[src/hdl/ovl_pkg.sv]
// Shared types and constants for the ordered value list.
`default_nettype none
package ovl_pkg;

  localparam int DATA_W = 32;
  localparam int CNT_W  = 7;
  localparam int OP_W   = 3;
  localparam int STAT_W = 2;

  // Operation codes
  localparam logic [OP_W-1:0] OP_APPEND   = 3'd0;
  localparam logic [OP_W-1:0] OP_REMOVE   = 3'd1;
  localparam logic [OP_W-1:0] OP_DUMP_FWD = 3'd2;
  localparam logic [OP_W-1:0] OP_DUMP_REV = 3'd3;
  localparam logic [OP_W-1:0] OP_CLEAR    = 3'd4;

  // Status codes
  localparam logic [STAT_W-1:0] STAT_OK    = 2'd0;
  localparam logic [STAT_W-1:0] STAT_EMPTY = 2'd1;
  localparam logic [STAT_W-1:0] STAT_FULL  = 2'd2;

  typedef enum logic {
    S_IDLE,
    S_WALK
  } state_t;

  // Port controls from the sequencer to the entry memory
  typedef struct packed {
    logic we;
    logic re;
  } mem_ctl_t;

endpackage
`default_nettype wire

[src/hdl/ovl_mem.sv]
// Entry memory: one write port, one read port with registered read data.
`default_nettype none
module ovl_mem #(
  parameter int DEPTH = 64,
  parameter int AW    = 6
) (
  input  wire logic                        clk,
  input  wire ovl_pkg::mem_ctl_t           ctl,
  input  wire logic [AW-1:0]               waddr,
  input  wire logic [ovl_pkg::DATA_W-1:0]  wdata,
  input  wire logic [AW-1:0]               raddr,
  output      logic [ovl_pkg::DATA_W-1:0]  rdata
);
  import ovl_pkg::*;

  logic [DATA_W-1:0] mem_q [DEPTH];

  always_ff @(posedge clk) begin
    if (ctl.we) begin
      mem_q[waddr] <= wdata;
    end
  end

  always_ff @(posedge clk) begin
    if (ctl.re) begin
      rdata <= mem_q[raddr];
    end
  end

endmodule
`default_nettype wire

[src/hdl/ovl_ctrl.sv]
// Sequencer: command decode, list walks over the memory, result registers.
`default_nettype none
module ovl_ctrl #(
  parameter int DEPTH = 64,
  parameter int AW    = 6
) (
  input  wire logic                              clk,
  input  wire logic                              rst,
  input  wire logic                              start,
  output      logic                              busy,
  input  wire logic [ovl_pkg::OP_W-1:0]          op,
  input  wire logic signed [ovl_pkg::DATA_W-1:0] value,
  output      logic                              strobe,
  output      logic signed [ovl_pkg::DATA_W-1:0] value_out,
  output      logic [ovl_pkg::CNT_W-1:0]         count,
  output      logic                              last,
  output      logic [ovl_pkg::STAT_W-1:0]        status,
  output      ovl_pkg::mem_ctl_t                 mem_ctl,
  output      logic [AW-1:0]                     mem_waddr,
  output      logic [ovl_pkg::DATA_W-1:0]        mem_wdata,
  output      logic [AW-1:0]                     mem_raddr,
  input  wire logic [ovl_pkg::DATA_W-1:0]        mem_rdata
);
  import ovl_pkg::*;

  localparam logic [CNT_W-1:0] DEPTH_C = CNT_W'(DEPTH);

  state_t            state, state_next;
  logic [CNT_W-1:0]  entry_count, entry_count_next;
  logic [CNT_W-1:0]  issue_q, issue_next;
  logic [CNT_W-1:0]  wr_q, wr_next;
  logic [CNT_W-1:0]  n_q;
  logic              pend, pend_next;
  logic              pend_last, pend_last_next;
  logic              is_remove_q, is_rev_q;
  logic [DATA_W-1:0] val_q;

  logic              accept, issue, keep;
  logic [CNT_W-1:0]  raddr_full;

  logic              res_v;
  logic [DATA_W-1:0] res_val;
  logic [CNT_W-1:0]  res_cnt;
  logic              res_last;
  logic [STAT_W-1:0] res_stat;

  assign busy   = (state != S_IDLE);
  assign accept = start && (state == S_IDLE);
  assign issue  = (state == S_WALK) && (issue_q < n_q);
  assign keep   = pend && is_remove_q && (mem_rdata != val_q);

  assign raddr_full = is_rev_q ? (n_q - CNT_W'(1) - issue_q) : issue_q;
  assign mem_raddr  = raddr_full[AW-1:0];

  // Append writes in idle; compaction writes survivors during a remove walk
  assign mem_ctl.re = issue;
  assign mem_ctl.we = (accept && (op == OP_APPEND) && (entry_count < DEPTH_C)) || keep;
  assign mem_waddr  = (state == S_IDLE) ? entry_count[AW-1:0] : wr_q[AW-1:0];
  assign mem_wdata  = (state == S_IDLE) ? value : mem_rdata;

  always_comb begin
    state_next       = state;
    entry_count_next = entry_count;
    issue_next       = issue_q;
    wr_next          = wr_q;
    pend_next        = 1'b0;
    pend_last_next   = 1'b0;
    res_v            = 1'b0;
    res_val          = '0;
    res_cnt          = entry_count;
    res_last         = 1'b1;
    res_stat         = STAT_OK;
    case (state)
      S_IDLE: begin
        if (start) begin
          res_v = 1'b1;
          case (op)
            OP_APPEND: begin
              if (entry_count >= DEPTH_C) begin
                res_stat = STAT_FULL;
              end else begin
                entry_count_next = entry_count + CNT_W'(1);
                res_cnt          = entry_count_next;
              end
            end
            OP_REMOVE, OP_DUMP_FWD, OP_DUMP_REV: begin
              if (entry_count == '0) begin
                res_stat = STAT_EMPTY;
              end else begin
                res_v      = 1'b0;
                state_next = S_WALK;
                issue_next = '0;
                wr_next    = '0;
              end
            end
            OP_CLEAR: begin
              entry_count_next = '0;
              res_cnt          = '0;
            end
            default: ;
          endcase
        end
      end
      S_WALK: begin
        if (issue) begin
          issue_next     = issue_q + CNT_W'(1);
          pend_next      = 1'b1;
          pend_last_next = (issue_next == n_q);
        end
        if (pend) begin
          if (is_remove_q) begin
            if (keep) begin
              wr_next = wr_q + CNT_W'(1);
            end
            if (pend_last) begin
              entry_count_next = wr_next;
              res_v            = 1'b1;
              res_cnt          = wr_next;
              state_next       = S_IDLE;
            end
          end else begin
            res_v    = 1'b1;
            res_val  = mem_rdata;
            res_last = pend_last;
            if (pend_last) begin
              state_next = S_IDLE;
            end
          end
        end
      end
      default: state_next = S_IDLE;
    endcase
  end

  always_ff @(posedge clk) begin
    if (rst) begin
      state       <= S_IDLE;
      entry_count <= '0;
      issue_q     <= '0;
      wr_q        <= '0;
      n_q         <= '0;
      pend        <= 1'b0;
      pend_last   <= 1'b0;
      strobe      <= 1'b0;
    end else begin
      state       <= state_next;
      entry_count <= entry_count_next;
      issue_q     <= issue_next;
      wr_q        <= wr_next;
      pend        <= pend_next;
      pend_last   <= pend_last_next;
      strobe      <= res_v;
      if (accept) begin
        n_q <= entry_count;
      end
    end
  end

  always_ff @(posedge clk) begin
    if (accept) begin
      is_remove_q <= (op == OP_REMOVE);
      is_rev_q    <= (op == OP_DUMP_REV);
      val_q       <= value;
    end
    value_out <= res_val;
    count     <= res_cnt;
    last      <= res_last;
    status    <= res_stat;
  end

  a_pend_in_walk: assert property (@(posedge clk) disable iff (rst)
    pend |-> state == S_WALK)
    else $error("read data pending outside a walk");

  a_writer_behind: assert property (@(posedge clk) disable iff (rst)
    wr_q <= issue_q)
    else $error("compaction pointer overtook the read pointer");

  a_count_bound: assert property (@(posedge clk) disable iff (rst)
    entry_count <= DEPTH_C)
    else $error("entry count exceeds depth");

  a_issue_bound: assert property (@(posedge clk) disable iff (rst)
    state == S_WALK |-> issue_q <= n_q)
    else $error("walk read past list end");

  a_mid_result: assert property (@(posedge clk) disable iff (rst)
    strobe && !last |-> state == S_WALK)
    else $error("non-final result outside a dump walk");

endmodule
`default_nettype wire

[src/hdl/ordered_value_list.sv]
// Top level of the ordered value list: sequencer plus entry memory.
//
// Usage: drive op and value and raise start; the transaction is taken at a
// rising edge where start is high and busy is low. Results appear on
// value_out/count/last/status for exactly one cycle, marked by strobe; the
// receiver cannot stall, so every strobe must be captured when it shows.
// Append, clear, unknown ops and remove/dump of an empty list give one result,
// registered in the cycle after the transaction, and busy stays low, so such
// transactions may follow every cycle.
// Remove and dump walk the stored entries through the memory read port, one
// entry per cycle: the first dump result passes the memory read data register
// and then the result registers, and the rest follow each cycle; a remove gives
// its single result once its last entry has been read. busy stays high for the
// whole walk, since the single memory read port must read every entry.
// Reset (rst, synchronous) empties the list; memory contents are not cleared
// since no entry is read before it is written.
`default_nettype none
module ordered_value_list #(
  parameter int DEPTH = 64
) (
  input  wire logic                              clk,
  input  wire logic                              rst,
  input  wire logic                              start,
  output      logic                              busy,
  input  wire logic [ovl_pkg::OP_W-1:0]          op,
  input  wire logic signed [ovl_pkg::DATA_W-1:0] value,
  output      logic                              strobe,
  output      logic signed [ovl_pkg::DATA_W-1:0] value_out,
  output      logic [ovl_pkg::CNT_W-1:0]         count,
  output      logic                              last,
  output      logic [ovl_pkg::STAT_W-1:0]        status
);
  import ovl_pkg::*;

  // Address width, held to at least one bit for a single-entry list
  localparam int AW = (DEPTH > 1) ? $clog2(DEPTH) : 1;

  mem_ctl_t          mem_ctl;
  logic [AW-1:0]     mem_waddr;
  logic [AW-1:0]     mem_raddr;
  logic [DATA_W-1:0] mem_wdata;
  logic [DATA_W-1:0] mem_rdata;

  // Command decode, walk sequencing and result registers
  ovl_ctrl #(
    .DEPTH (DEPTH),
    .AW    (AW)
  ) u_ctrl (
    .clk       (clk),
    .rst       (rst),
    .start     (start),
    .busy      (busy),
    .op        (op),
    .value     (value),
    .strobe    (strobe),
    .value_out (value_out),
    .count     (count),
    .last      (last),
    .status    (status),
    .mem_ctl   (mem_ctl),
    .mem_waddr (mem_waddr),
    .mem_wdata (mem_wdata),
    .mem_raddr (mem_raddr),
    .mem_rdata (mem_rdata)
  );

  // Entry storage, head at address zero
  ovl_mem #(
    .DEPTH (DEPTH),
    .AW    (AW)
  ) u_mem (
    .clk   (clk),
    .ctl   (mem_ctl),
    .waddr (mem_waddr),
    .wdata (mem_wdata),
    .raddr (mem_raddr),
    .rdata (mem_rdata)
  );

endmodule
`default_nettype wire

[config.mk]
export PLATFORM = sky130hd
export DESIGN_NAME = ordered_value_list
export DESIGN_NICKNAME = d
export VERILOG_FILES = /design/src/hdl/ovl_pkg.sv /design/src/hdl/ovl_mem.sv /design/src/hdl/ovl_ctrl.sv /design/src/hdl/ordered_value_list.sv
export SDC_FILE = /design/constraint.sdc
export NUM_CORES = 2
export LEC_CHECK = 0
export BUFFER_PORTS_ARGS = -buffer_cell sky130_fd_sc_hd__buf_4
export CELL_PAD_IN_SITES_DETAIL_PLACEMENT = 1
export CELL_PAD_IN_SITES_GLOBAL_PLACEMENT = 1
export CORE_MARGIN = 2
export CORE_UTILIZATION = 60
export CTS_CLUSTER_SIZE = 40
export DETAILED_ROUTE_END_ITERATION = 12
export PLACE_DENSITY = 0.9
export SYNTH_ARGS = -nofsm -noshare
export SYNTH_HDL_FRONTEND = slang
export SYNTH_HIERARCHICAL = 1
export SYNTH_SLANG_ARGS = --single-unit
[constraint.sdc]
create_clock -name clk -period 6.7 [get_ports clk]
set_input_delay 1.005 -clock clk [delete_from_list [all_inputs] [get_ports clk]]
set_output_delay 1.005 -clock clk [all_outputs]
set_load 0.05 [all_outputs]
==> run_results.csv <==
group,metric,value,unit
clock_network,clk-insertion-delay-late,0.86,ns
cells_and_area,final_cells,6077,
setup_path,path_cells,"inv_1 -> ha_1 -> fa_1 -> xnor2_1 -> a21oi_4 -> buf_4 -> buf_4 -> mux4_2 -> mux2i_1 -> nor2_1 -> o32ai_1 -> nor3_1",
global_route,grt_first_pass_wirelength,392000,um
logic_synthesis,yosysWarnings,6,
drt,first_pass_iters,8,
setup_path,crit_end,"u_mem/rdata[4]",
setup_path,reg2reg_depth,12,
setup_path,crit_top_cell,"buf_4",
cells_and_area,multi_input_area,0.0186,sq mm
placed_design,hpwl,146000,um
global_route,grt_max_degree,117,
cells_and_area,final_common_cell,"edfxtp_1",
drt,wl_per_cell,46.7,um
power_and_ir_drop,power_density,304,mW/mm^2
logic_synthesis,ys_ff_latch,2188,
cells_and_area,nFillCells,10700,
setup_path,worstSetupPathType,"reg2reg",
timing,period_share,85.7,%
timing,maxSlewViolCount,0,
cells_and_area,fin_nets,4095,
setup_path,path_buf_inv,3,
timing,fin_crit,5.74,ns
clock_network,cts_tree,"yes",
global_route,antenna_found_initial,23,
setup_path,setup.worst_path.end_class,"flop",
global_route,grt_pass1_vias,46600,
timing,setup_viol,0,
global_route,grt_overflow_total,0,
logic_synthesis,syn_nets,3885,
setup_path,regToRegEndpoint,"u_mem/rdata[4]",
drt,routed_wirelength,284000,um
clock_network,cts.path.max_buffers,3,
setup_path,cpPeakStageDelay,1.02,ns
logic_synthesis,async_flop_share,0,%
placed_design,place.gp.congestion,0.904,
setup_path,cp_data_required_time,7.24,ns
placed_design,place_inst,5713,
die,design.die.area,0.143,sq mm
logic_synthesis,synthCells,3831,
logic_synthesis,ys.flop_type,"edfxtp_1",
worst_hold_path,hold_class,"in2reg",
timing,fin_ws,0.958,ns
cells_and_area,seq_area,0.0650,sq mm
timing,fmax,174,MHz
cells_and_area,fin_area,0.0941,sq mm
drt,drc,0,
logic_synthesis,yosysSeqAreaShare,77.3,%
timing,slew_headroom,5.34,%
clock_network,cts_buffers,201,
setup_path,start_kind,"flop",
clock_network,clk_pin_slew,0.07,ns
cells_and_area,layout_common_cells,"edfxtp_1 (2114), mux4_2 (544), clkbuf_16 (206)",
setup_path,cp.depth,12,
global_route,grt_usage,40.5,%
setup_path,rr_startpoint,"u_ctrl/issue_q[0]",
setup_path,r2r_slack,0.96,ns
placed_design,dpl_cell_area,0.0877,sq mm
run,max_cap_viol_count,0,
timing,final_hold_viol_count,0,
die,io_pins,82,
placed_design,io_buffers,81,
setup_path,path_max_fanout,36,
drt,ant_nets,0,
timing,worst_pin_slew,1.42,ns
die,die_y,378,um
die,coreArea,0.139,sq mm
drt,vias_per_cell,7.69,
clock_network,cts_setup_buffers,0,
drt,drt_iter0_drc,8810,
placed_design,post-place-ws,1.46,ns
die,placementRows,137,
power_and_ir_drop,ir_drop,0.000335,V
timing,finClkSkew,0.0550,ns
setup_path,worstSetupStartpoint,"u_ctrl/issue_q[0]",
cells_and_area,syn2layout_area_growth,11.9,%
clock_network,cts.htree.levels,4,
logic_synthesis,avgSynthCellArea,21.9,sq um
setup_path,crit_family,"compound AO/OA/AOI/OAI gates",
cells_and_area,drive_gt1_share,27.5,%
drt,vias,46800,
logic_synthesis,synth.distinct_cells,72,
setup_path,cpMaxStageDelayCell,"o32ai_1",
setup_path,crit_arrival,6.29,ns
logic_synthesis,synth-edff-count,2114,
timing,rsz0062_at_grt,"no",
clock_network,ctsHoldBuffers,0,
logic_synthesis,syn_area,0.0841,sq mm
clock_network,cts_root_buf,"clkbuf_16",
timing,finalSetupTns,0,ns
power_and_ir_drop,leakage,29.1,nW
die,initial_core_util,60.3,%
die,die_x,378,um
clock_network,cts.sinks,2188,
status,status,"complete, no violations",
clock_network,cts-resized-gates,0,
final cells by class:
type / count / share of cell area [%]
antenna: 3 / 0.00798
clock buffer: 258 / 5.72
tap: 1876 / 2.50
multi-input combinational: 1419 / 19.8
sequential: 2188 / 69.1
clock inverter: 102 / 1.01
inverter: 24 / 0.0958
timing repair buffer: 207 / 1.81
per-stage QoR:
stage | util, % | hold slack [ns] | power (mW)
4_1_cts | 67.5 | 0.303 | 28.5
6_report | 67.5 | 0.330 | 28.6
5_1_grt | 67.5 | 0.325 | 28.9
2_1_floorplan | - | 0.436 | 16.3
3_5_place_dp | 62.9 | 0.466 | 17.1
3_3_place_gp | 62.9 | 0.450 | 17.0
worst register-to-register path, delay by kind of cell, from the launching register on:
| family | cells | cell delay [ns] |
|---|---|---|
| compound gates | 2 | 1.60 |
| xor+xnor | 1 | 0.23 |
| fa+ha+maj | 2 | 0.76 |
| buf+inv | 3 | 1.18 |
| flops | 1 | 0.40 |
| mux | 2 | 0.97 |
| simple gates | 2 | 0.31 |
cell usage after synthesis, types with 5 or more instances:
master	instances	area share, %
xor2_1	5	0.052
and3_1	8	0.060
inv_1	22	0.098
o22ai_1	85	0.63
nand2b_1	10	0.074
ha_1	15	0.22
a311oi_1	9	0.094
nand2_1	68	0.30
a31oi_1	11	0.082
dfxtp_1	74	1.8
nor2_1	158	0.71
o221ai_1	27	0.28
clkbuf_1	89	0.40
buf_4	27	0.24
a21oi_1	88	0.52
a22oi_1	13	0.12
buf_1	22	0.098
nand3b_1	7	0.063
mux2_2	38	0.51
and2_1	38	0.28
buf_2	57	0.34
xnor2_1	42	0.44
mux2i_1	94	1.1
nand3_1	17	0.10
nand4_1	12	0.089
o21ai_0	16	0.095
buf_6	5	0.067
nor2b_1	19	0.14
edfxtp_1	2114	76
nor3_1	13	0.077
mux4_2	544	15
kinds of logic after synthesis:
logic type	share of synthesized area, %
DFF	77.3
muxes	16.2
and+or+nand+nor	2.26
AOI/OAI and AO/OA	2.27
buffers and inverters	1.25
xor gates and xnor gates	0.490
adders and majority gates	0.247
sequential cells by signal, indices dropped and copies added, names as in the netlist:
signal	cells
u_ctrl/val_q	32
u_ctrl/issue_q	7
u_ctrl/is_remove_q	1
u_ctrl/pend	1
u_ctrl/value_out	32
u_ctrl/status	2
u_mem/mem_q	2048
u_ctrl/strobe	1
u_ctrl/entry_count	7
u_mem/rdata	32
u_ctrl/wr_q	7
u_ctrl/busy	1
u_ctrl/pend_last	1
u_ctrl/count	7
u_ctrl/last	1
u_ctrl/is_rev_q	1
u_ctrl/n_q	7
power breakdown:
part	internal, mW	switching [mW]
combinational	0.581	1.30
clock	6.28	5.38
sequential	15.0	0.0148
total	21.9	6.70
metal layers:
layer / global-route usage [%] / vias to the layer above / routed length (um)
li1: - / 16500 / -
met1: 51.2 / 23900 / 87200
met2: 62.5 / 5173 / 132000
met3: 11.4 / 1194 / 40600
met4: 25.6 / 22 / 24100
met5: 0 / - / 149
how the worst min path moves through the flow:
stage	startpoint	endpoint	slack (ns)	cells past startpoint
finish	value[11]	u_ctrl/val_q[11]	0.33	1
global placement	u_ctrl/n_q[6]	u_ctrl/n_q[6]	0.45	2
detailed placement	u_ctrl/n_q[5]	u_ctrl/n_q[5]	0.47	2
floorplan	u_ctrl/n_q[5]	u_ctrl/n_q[5]	0.44	2
CTS	value[20]	u_ctrl/val_q[20]	0.30	1
global route	value[11]	u_ctrl/val_q[11]	0.33	1
Power figures use the tool's default switching activity.
